--- src/sv/restriction_site_scanner_top_assert.svh ---
// Assertion macros for the restriction site scanner.
// Both macros expect clk_i in the scope where they are used; RSS_ASSERT also needs rst_ni.
`ifndef RESTRICTION_SITE_SCANNER_TOP_ASSERT_SVH
`define RESTRICTION_SITE_SCANNER_TOP_ASSERT_SVH

// Checked only outside reset.
`define RSS_ASSERT(lbl, prop, msg) \
  lbl: assert property (@(posedge clk_i) disable iff (!rst_ni) (prop)) else $error(msg);

// Checked during reset as well.
`define RSS_ASSERT_ALWAYS(lbl, prop, msg) \
  lbl: assert property (@(posedge clk_i) (prop)) else $error(msg);

`endif

--- src/sv/rss_pkg.sv ---
`default_nettype none

package rss_pkg;

  // Sizing
  localparam int unsigned MaxPattern = 16;
  localparam int unsigned CountWidth = 32;
  localparam int unsigned PosWidth   = 32;
  localparam int unsigned PatNibbles = 16;
  localparam int unsigned PatWidth   = 4 * PatNibbles;
  localparam int unsigned LenW       = $clog2(MaxPattern + 1);
  localparam int unsigned CfgIdxW    = 2;

  // Configuration register indexes
  typedef enum logic [CfgIdxW-1:0] {
    CfgPatternBases  = 2'd0,
    CfgPatternLength = 2'd1,
    CfgNickOffset    = 2'd2,
    CfgPalindrome    = 2'd3
  } cfg_idx_e;

  typedef logic [3:0] base_t;

  // Pattern set-up, pre-aligned to the window slots
  typedef struct packed {
    logic [LenW-1:0]              len;
    logic [LenW-1:0]              nick;
    logic                         palindrome;
    logic [MaxPattern-1:0]        slot_en;
    base_t [MaxPattern-1:0]       plus_pat;
    base_t [MaxPattern-1:0]       minus_pat;
  } scan_cfg_t;

  // Window contents after the latest base
  typedef struct packed {
    base_t [MaxPattern-1:0]       bases;
    logic [LenW-1:0]              fill;
    logic [CountWidth-1:0]        total;
  } win_state_t;

  // One accepted input transfer
  typedef struct packed {
    logic                         accept;
    base_t                        base;
    logic                         fragment_start;
  } in_item_t;

  // Complement of an ambiguity mask: bit order reversed
  function automatic base_t comp_mask(base_t m);
    comp_mask = {m[0], m[1], m[2], m[3]};
  endfunction

endpackage

`default_nettype wire

--- src/sv/rss_cfg.sv ---
`default_nettype none

module rss_cfg import rss_pkg::*; (
  input  wire logic               clk_i,
  input  wire logic               rst_ni,
  input  wire logic               wr_i,
  input  wire logic [CfgIdxW-1:0] idx_i,
  input  wire logic [PatWidth-1:0] data_i,
  output scan_cfg_t               cfg_o
);

  logic [PatNibbles-1:0][3:0] pattern_q;
  logic [4:0]                 length_q;
  logic [4:0]                 nick_q;
  logic                       pal_q;

  scan_cfg_t cfg_d, cfg_q;
  logic [LenW-1:0] len_eff;

  // Register file
  always_ff @(posedge clk_i or negedge rst_ni) begin
    if (!rst_ni) begin
      pattern_q <= '0;
      length_q  <= 5'd1;
      nick_q    <= '0;
      pal_q     <= 1'b0;
    end else if (wr_i) begin
      case (cfg_idx_e'(idx_i))
        CfgPatternBases:  pattern_q <= data_i;
        CfgPatternLength: length_q  <= data_i[4:0];
        CfgNickOffset:    nick_q    <= data_i[4:0];
        CfgPalindrome:    pal_q     <= data_i[0];
        default: ;
      endcase
    end
  end

  // Clamp length and nick, align pattern to window slots (slot 0 = newest base)
  always_comb begin
    if (length_q == 5'd0) begin
      len_eff = LenW'(1);
    end else if (32'(length_q) > MaxPattern) begin
      len_eff = LenW'(MaxPattern);
    end else begin
      len_eff = LenW'(length_q);
    end

    cfg_d            = '0;
    cfg_d.len        = len_eff;
    cfg_d.palindrome = pal_q;
    if (32'(nick_q) > 32'(len_eff)) begin
      cfg_d.nick = len_eff;
    end else begin
      cfg_d.nick = LenW'(nick_q);
    end

    for (int j = 0; j < MaxPattern; j++) begin
      cfg_d.slot_en[j]   = (32'(j) < 32'(len_eff));
      // plus strand: newest slot meets the last pattern base
      cfg_d.plus_pat[j]  = pattern_q[4'(32'(len_eff) - 32'd1 - 32'(j))];
      cfg_d.minus_pat[j] = comp_mask(pattern_q[4'(j)]);
    end
  end

  // Derived set-up is registered behind the register file
  always_ff @(posedge clk_i) begin
    cfg_q <= cfg_d;
  end

  assign cfg_o = cfg_q;

endmodule

`default_nettype wire

--- src/sv/rss_window.sv ---
`default_nettype none

module rss_window import rss_pkg::*; (
  input  wire logic  clk_i,
  input  wire logic  rst_ni,
  input  wire in_item_t item_i,
  output win_state_t win_o
);

  base_t [MaxPattern-1:0] bases_q, bases_d;
  logic [LenW-1:0]        fill_q, fill_d;
  logic [CountWidth-1:0]  total_q, total_d;

  // Shift in the new base; a fragment start restarts window and count
  always_comb begin
    bases_d = bases_q;
    fill_d  = fill_q;
    total_d = total_q;
    if (item_i.accept) begin
      if (item_i.fragment_start) begin
        bases_d    = '0;
        bases_d[0] = item_i.base;
        fill_d     = LenW'(1);
        total_d    = CountWidth'(1);
      end else begin
        for (int i = MaxPattern - 1; i > 0; i--) begin
          bases_d[i] = bases_q[i-1];
        end
        bases_d[0] = item_i.base;
        if (fill_q < LenW'(MaxPattern)) begin
          fill_d = fill_q + LenW'(1);
        end
        if (total_q != {CountWidth{1'b1}}) begin
          total_d = total_q + CountWidth'(1);
        end
      end
    end
  end

  always_ff @(posedge clk_i or negedge rst_ni) begin
    if (!rst_ni) begin
      bases_q <= '0;
      fill_q  <= '0;
      total_q <= '0;
    end else begin
      bases_q <= bases_d;
      fill_q  <= fill_d;
      total_q <= total_d;
    end
  end

  assign win_o.bases = bases_q;
  assign win_o.fill  = fill_q;
  assign win_o.total = total_q;

endmodule

`default_nettype wire

--- src/sv/rss_match.sv ---
`default_nettype none

module rss_match import rss_pkg::*; (
  input  wire logic                clk_i,
  input  wire logic                load_i,
  input  wire scan_cfg_t           cfg_i,
  input  wire win_state_t          win_i,
  output logic                     plus_hit_o,
  output logic [PosWidth-1:0]      plus_pos_o,
  output logic                     minus_hit_o,
  output logic [PosWidth-1:0]      minus_pos_o
);

  localparam int unsigned CalcW = (CountWidth > PosWidth) ? CountWidth : PosWidth;

  logic              plus_ok, minus_ok, full, plus_hit, minus_hit;
  logic [CalcW-1:0]  total_x, ppos, mpos;

  // Parallel subset test over all slots
  always_comb begin
    plus_ok  = 1'b1;
    minus_ok = 1'b1;
    for (int j = 0; j < MaxPattern; j++) begin
      if (cfg_i.slot_en[j]) begin
        if ((win_i.bases[j] & ~cfg_i.plus_pat[j]) != 4'd0)  plus_ok  = 1'b0;
        if ((win_i.bases[j] & ~cfg_i.minus_pat[j]) != 4'd0) minus_ok = 1'b0;
      end
    end
    full      = (win_i.fill >= cfg_i.len);
    plus_hit  = full && plus_ok;
    minus_hit = full && ((plus_hit && cfg_i.palindrome) || minus_ok);
    total_x   = CalcW'(win_i.total);
    ppos      = total_x - CalcW'(cfg_i.len - cfg_i.nick);
    mpos      = total_x - CalcW'(cfg_i.nick);
  end

  // Result register; a strand without a hit reports position zero
  always_ff @(posedge clk_i) begin
    if (load_i) begin
      plus_hit_o  <= plus_hit;
      minus_hit_o <= minus_hit;
      plus_pos_o  <= plus_hit  ? PosWidth'(ppos) : '0;
      minus_pos_o <= minus_hit ? PosWidth'(mpos) : '0;
    end
  end

endmodule

`default_nettype wire

--- src/sv/restriction_site_scanner_top.sv ---
// Restriction site scanner: takes one DNA base per transfer (4-bit ambiguity
// mask in s_axis_tdata, fragment start in s_axis_tuser) and returns exactly one
// result per base, telling whether the recognition pattern ends at that base
// on the plus strand and whether its reverse complement does on the minus
// strand, with the nick positions counted from the start of the fragment.
// Throughput is one base per cycle while the result side keeps up; each
// result passes the window register, then the result register. While a
// finished result waits the input takes one more base, then holds tready low
// until the result leaves. Configuration writes pass the register file and
// the set-up register and must only be made while no base is in flight.
`default_nettype none

module restriction_site_scanner_top import rss_pkg::*; (
  input  wire logic               clk_i,
  input  wire logic               rst_ni,
  // input stream
  input  wire logic               s_axis_tvalid,
  output logic                    s_axis_tready,
  input  wire logic [7:0]         s_axis_tdata,  // [3:0] base_mask, [7:4] zero
  input  wire logic [0:0]         s_axis_tuser,  // [0] fragment_start
  // result stream
  output logic                    m_axis_tvalid,
  input  wire logic               m_axis_tready,
  // [0] plus_hit, [32:1] plus_position, [33] minus_hit,
  // [65:34] minus_position, [71:66] zero
  output logic [71:0]             m_axis_tdata,
  // configuration writes
  input  wire logic               cfg_valid_i,
  output logic                    cfg_ready_o,
  input  wire logic [CfgIdxW-1:0] cfg_index_i,
  input  wire logic [PatWidth-1:0] cfg_data_i
);

  `include "restriction_site_scanner_top_assert.svh"

  scan_cfg_t          cfg;
  win_state_t         win;
  in_item_t           item;
  logic               mid_valid_q, mid_valid_d;
  logic               out_valid_q, out_valid_d;
  logic               out_load;
  logic               plus_hit, minus_hit;
  logic [PosWidth-1:0] plus_pos, minus_pos;

  assign cfg_ready_o = 1'b1;

  // Flow control: window stage feeds the result register
  assign out_load      = mid_valid_q && (!out_valid_q || m_axis_tready);
  assign s_axis_tready = !mid_valid_q || out_load;

  assign item.accept         = s_axis_tvalid && s_axis_tready;
  assign item.base           = s_axis_tdata[3:0];
  assign item.fragment_start = s_axis_tuser[0];

  always_comb begin
    mid_valid_d = mid_valid_q;
    if (item.accept) begin
      mid_valid_d = 1'b1;
    end else if (out_load) begin
      mid_valid_d = 1'b0;
    end
    out_valid_d = out_valid_q;
    if (out_load) begin
      out_valid_d = 1'b1;
    end else if (m_axis_tready) begin
      out_valid_d = 1'b0;
    end
  end

  always_ff @(posedge clk_i or negedge rst_ni) begin
    if (!rst_ni) begin
      mid_valid_q <= 1'b0;
      out_valid_q <= 1'b0;
    end else begin
      mid_valid_q <= mid_valid_d;
      out_valid_q <= out_valid_d;
    end
  end

  rss_cfg u_cfg (
    .clk_i  (clk_i),
    .rst_ni (rst_ni),
    .wr_i   (cfg_valid_i && cfg_ready_o),
    .idx_i  (cfg_index_i),
    .data_i (cfg_data_i),
    .cfg_o  (cfg)
  );

  rss_window u_window (
    .clk_i  (clk_i),
    .rst_ni (rst_ni),
    .item_i (item),
    .win_o  (win)
  );

  rss_match u_match (
    .clk_i       (clk_i),
    .load_i      (out_load),
    .cfg_i       (cfg),
    .win_i       (win),
    .plus_hit_o  (plus_hit),
    .plus_pos_o  (plus_pos),
    .minus_hit_o (minus_hit),
    .minus_pos_o (minus_pos)
  );

  assign m_axis_tvalid = out_valid_q;
  assign m_axis_tdata  = {6'd0, minus_pos, minus_hit, plus_pos, plus_hit};

  // Checks
  `RSS_ASSERT(a_mid_holds, mid_valid_q && !out_load |=> mid_valid_q, "window result lost")
  `RSS_ASSERT(a_stall_cause, !s_axis_tready |-> (mid_valid_q && out_valid_q && !m_axis_tready), "input stalled without a full pipeline")
  `RSS_ASSERT(a_plus_pos_zero, m_axis_tvalid && !m_axis_tdata[0] |-> m_axis_tdata[32:1] == '0, "plus position without plus hit")
  `RSS_ASSERT(a_minus_pos_zero, m_axis_tvalid && !m_axis_tdata[33] |-> m_axis_tdata[65:34] == '0, "minus position without minus hit")
  `RSS_ASSERT_ALWAYS(a_reset_idle, !rst_ni |=> !m_axis_tvalid, "result valid after reset")

endmodule

`default_nettype wire

--- config.mk ---
export PLATFORM = sky130hd
export DESIGN_NAME = restriction_site_scanner_top
export DESIGN_NICKNAME = d
export VERILOG_FILES = /design/src/sv/rss_pkg.sv /design/src/sv/rss_cfg.sv /design/src/sv/rss_window.sv /design/src/sv/rss_match.sv /design/src/sv/restriction_site_scanner_top.sv
export VERILOG_INCLUDE_DIRS = /design/src /design/src/sv
export SDC_FILE = /design/constraint.sdc
export NUM_CORES = 1
export LEC_CHECK = 0
export ABC_CLOCK_PERIOD_IN_PS = 5300
export BUFFER_PORTS_ARGS = -buffer_cell sky130_fd_sc_hd__buf_4
export CORE_UTILIZATION = 45
export CTS_CLUSTER_DIAMETER = 80
export CTS_CLUSTER_SIZE = 30
export DETAILED_ROUTE_END_ITERATION = 8
export PLACE_DENSITY = 0.59
export SETUP_SLACK_MARGIN = 0.02
export SLEW_MARGIN = 20
export SYNTH_ARGS = -nofsm -noshare
export SYNTH_HDL_FRONTEND = slang
export SYNTH_HIERARCHICAL = 1
export SYNTH_SLANG_ARGS = --single-unit
export TNS_END_PERCENT = 100
--- constraint.sdc ---
create_clock -name clk_i -period 5.3 [get_ports clk_i]
set_clock_uncertainty 0.1 [all_clocks]
set_input_delay 1.06 -clock clk_i [delete_from_list [all_inputs] [get_ports clk_i]]
set_output_delay 1.06 -clock clk_i [all_outputs]
set_load 0.03 [all_outputs]
# Word level (Yosys, flattened, before mapping)
# Index checks and enable logic that the tools add are counted.
# word_totals
register_bits	367
latchBits	0
ram_bits	0
mem_bits_ro	0
input_bits	80
output_inout_bits	75
elab_cells	318
memories	0
# classes
add_sub_neg	21
mul	0
div_mod_pow	0
magnitude_cmp	36
eq_ne	4
shifts	0
mux	92
n_bitwise	48
reduce_logical	46
# op_table
op	count
$bmux W4 S4	16
$and A4 B4 Y4	24
$not A4 Y4	24
$reduce_bool A4 Y1	24
$lt A4 B5 Y1 const B	16
$mux W32	2
$mux W4	16
$mux W64	1
$mux W1	52
$lt A4 B5 Y1 const A	8
$add A32 B1 Y32 const B	1
$ne A32 B32 Y1 const B	1
$sub A32 B32 Y32	1
$sub A32 B5 Y32	1
$sub A4 B4 Y4 const B	8
$mux W5	5
$lt A3 B5 Y1 const A	4
$sub A4 B3 Y4 const B	4
$reduce_and A2 Y1	6
$lt A1 B5 Y1 const A	2
$lt A2 B5 Y1 const A	2
$reduce_bool A2 Y1	4
$sub A4 B1 Y4 const B	2
$sub A4 B2 Y4 const B	2
other kinds (13)	21

# Depth between registers and ports, before layout
# logic_depth
depth_word	39
ltp_mapped	17
ltp_nobuf	16

# Hierarchy
# The synthesis kept the hierarchy.
# by_module_without_submodules
mod	n_inst	cells_each	area_per_inst_um2	seq_area_each_um2
rss_cfg	1	814	9404.0	4320.4
rss_match	1	683	5883.1	1981.9
rss_window	1	496	4824.6	2527.4
restriction_site_scanner_top	1	19	178.9	50.0

# Least setup slack after synthesis
# OpenSTA, ideal clock, no wires.
# synth_timing
path_type	register -> register
start	reg u_cfg.cfg_q, in the netlist u_cfg/cfg_o[146]
end	reg u_match.plus_pos_o[30], data pin
setup_ps	260
arrival_ps	3724
required_ps	4940
slack_ps	1216
stages_incl_launch_ff	16
n_path_buf	1
period_less_slack_ps	4084
cell_sequence	dfxtp_1 inv_1 ha_1 a21o_1 a21o_1 a21o_1 a21o_1 ha_1 clkbuf_1 a21o_1 a311oi_1 nand4_1 a21oi_1 nor3_1 a221oi_1 mux2_2
# synth_via
elab_chain_cells	2
# synth_rtl
element	line_no	rtl
start: declaration	rss_cfg.sv:17	scan_cfg_t cfg_d, cfg_q;
start signal: assignment	rss_cfg.sv:67	cfg_q <= cfg_d;
$sub A5 B5 Y6	rss_match.sv:33	ppos = total_x - CalcW'(cfg_i.len - cfg_i.nick);
$sub A32 B32 Y32	rss_match.sv:33	
end signal: assignment	rss_match.sv:42	plus_pos_o <= plus_hit ? PosWidth'(ppos) : '0;
end: declaration	rss_match.sv:9	output logic [PosWidth-1:0] plus_pos_o,
# No other way between the ends.
# A chain may end at the register's enable or synchronous reset.

# Final worst setup path
# Ends and elaborated chain as after synthesis.

==> out/metrics.csv <==
metric;value;unit
cts_hold_buf;0;
cts_root_buf;clkbuf_16;
rsz0062_at_grt;no;
cp-end-kind;flop;
yosysSeqAreaShare;43.76;%
netlist_area;0.02029;sq mm
clock_sinks;366;
dieArea;0.04594;sq mm
crit_chain;inv_1 > ha_1 > a21o_1 > a21o_1 > a21o_1 > a21o_1 > ha_1 > a21oi_1 > nor2b_1 > o21ai_0 > nand4_1 > a21oi_1 > nor3_1 > a221oi_1 > mux2_2;
rows;77;
synth_top_area_share;21.83;%
io_buffers;143;
drv_slew;0;
ys_ff_latch;366;
final_cell_mix;nand2_1 (214), dfrtp_1 (177), buf_4 (157);
wl_per_cell;20.51;um
synthDistinctLibCells;102;
yosys.area.top_type;dfrtp_1;
ctsLongestPathBuffers;3;
globalplace.congestion;0.9206;
irDropWorstVdd;0.2769;mV
holdWs;0.3009;ns
grt_pass1_vias;14904;
mostFrequentLayoutCell;nand2_1;
synth-compound-area-share;13.76;%
syn_area_per_cell;10.08;sq um
ant_nets;0;
dr.first_iter.drc_count;1014;
nets;2233;
hold_viol;0;
worst_slack;0.5032;ns
yosys_warnings;6;
cts_made_buffers;23;
setup_viol;0;
antennaDiodeCount;0;
place_ws;0.5756;ns
slew_headroom;29.36;%
drc_errors;0;
start_util;45.78;%
min_path_type;flop to flop;
vias;15279;
clk_pin_slew;0.09;ns
grt_first_pass_wirelength;86750;um
syn_inst;2012;
finalCritPeriodShare;90.50;%
die_w;214.3;um
p_per_area;495.7;mW/mm^2
cp_max_fo;27;
slowest_delay;0.57;ns
fp.coreArea;0.04432;sq mm
synth_fa_ha_area_share;3.626;%
status;completed;
wl;55470;um
ys.flop_type;dfrtp_1;
tns;0;ns
tightest_slew;1.060;ns
firstDrtPassIters;5;
drt-vias-per-instance;5.648;
crit_path_top_delay_cell;a21o_1;
drv_cap;0;
clock_latency;0.58;ns
fmaxAchievable;0.2085;GHz
async_flop_share;48.63;%
htree_levels;1;
grt-ovfl-total;0;
cts_resized;0;
antenna_found_initial;0;
crit_arrival;5.00;ns
grt.total_usage;24.03;%
io_pins;155;
drive_above_1_share;17.32;%
synth_top_family_by_area;simple AND/OR/NAND/NOR gates;
grt_max_degree;92;
synth-simple-area-share;15.18;%
path_buf_inv;1;
cp-start-kind;flop;
dp_hpwl;41850;um
finalCriticalPeriod;4.797;ns
synth_area_leaders;dfrtp_1 (22%), dfxtp_1 (12%), edfxtp_1 (9.8%), mux2i_1 (7.4%), mux2_2 (4.6%);
synth.area.mux_share;13.98;%
crit_family;compound AO/OA/AOI/OAI gates;
synth_xor_area_share;3.133;%
critPathKind;flop to flop;
area_growth;9.977;%
power_leakage;9.806;nW
synth_edf_count;66;
crit_required;5.50;ns
die-height;214.3;um
crit_top_cell;a21o_1;
tritoncts;done;
post_cts_buffers;0;
## final timing paths
path / slack [ns] / depth (start not counted) / endpoint / startpoint
setup / recovery: 0.50 / 15 / u_match/plus_pos_o[30] / u_cfg/cfg_o[146]
setup reg to reg: 0.50 / 15 / u_match/plus_pos_o[30] / u_cfg/cfg_o[146]
hold / removal: 0.30 / 0 / u_cfg/cfg_o[144] / u_cfg/pal_q
min in group asynchronous: 0.45 / 1 / u_window/total_q[29] / rst_ni
hold reg to reg: 0.30 / 0 / u_cfg/cfg_o[144] / u_cfg/pal_q
max in group asynchronous: 3.78 / 2 / u_cfg/pattern_q[44] / rst_ni
## flip-flops by register name, summed over array words and instances, names as in the netlist, 5 cells and up
signal               cells
u_window/win_o          64
u_cfg/pattern_q         32
u_cfg/cfg_d             32
u_cfg/length_q           5
u_cfg/nick_q             5
u_match/plus_pos_o      32
u_cfg/cfg_o            122
u_window/fill_q          5
u_match/minus_pos_o     32
u_window/total_q        32
## kinds of logic after synthesis
| logic type | count (synthesis) |
|---|---|
| AOI/OAI and AO/OA | 410 |
| and+or+nand+nor | 600 |
| buffers and inverters | 266 |
| xor gates and xnor gates | 58 |
| other | 4 |
| DFF | 366 |
| adders and majority gates | 57 |
| muxes | 251 |
## layer usage
| metal | routed length [um] | vias up | part of all wire [%] | GRT usage (%) |
|---|---|---|---|---|
| met4 | 2168 | 0 | 3.9 | 8.548 |
| met5 | 0 | - | 0 | 0 |
| met3 | 2219 | 99 | 4.0 | 2.596 |
| met1 | 22930 | 7400 | 41 | 29.64 |
| li1 | - | 7343 | - | - |
| met2 | 28150 | 437 | 51 | 43.28 |
## synth_stat cells, types with 27 or more instances
| cell type | number |
|---|---|
| o31ai_1 | 31 |
| dfxtp_1 | 122 |
| o22ai_1 | 44 |
| nand2_1 | 214 |
| xnor2_1 | 31 |
| o21ai_0 | 78 |
| buf_4 | 48 |
| a22oi_1 | 44 |
| a21o_1 | 27 |
| a31oi_1 | 27 |
| mux2i_1 | 151 |
| nor2_1 | 97 |
| inv_1 | 124 |
| dfrtp_1 | 177 |
| edfxtp_1 | 66 |
| a21oi_1 | 62 |
| and3_1 | 33 |
| nand3_1 | 63 |
| ha_1 | 54 |
| nand2b_1 | 41 |
| clkbuf_1 | 52 |
| mux2_2 | 83 |
## final cells by class
type                    count  area (sq um)
repair buffers            159          1212
clock buffers              26         586.8
flip-flops and latches    366          8880
well taps                 592         740.7
inverters                 130         505.5
clock inverters            16         145.1
multi-input cells        1416         10240
fillers                  4138         22000
## power by group
group | switching (mW) | internal [mW]
Clock | 1.04 | 0.848
Sequential | 0.539 | 3.51
Combinational | 3.03 | 2.09
Total | 4.61 | 6.45
## stage by stage
step / instances / cell area [sq um] / util (%) / power (mW)
after floorplan: 2048 / 20430 / - / 7.738
after global placement: 2663 / 21580 / 48.70 / 9.104
after detailed placement: 2663 / 21580 / 48.70 / 9.173
after CTS: 2705 / 22320 / 50.35 / 11.10
after global routing: 2705 / 22320 / 50.35 / 11.74
final: 2705 / 22320 / 50.35 / 11.06
No activity file was read; power rests on OpenSTA's default activity.
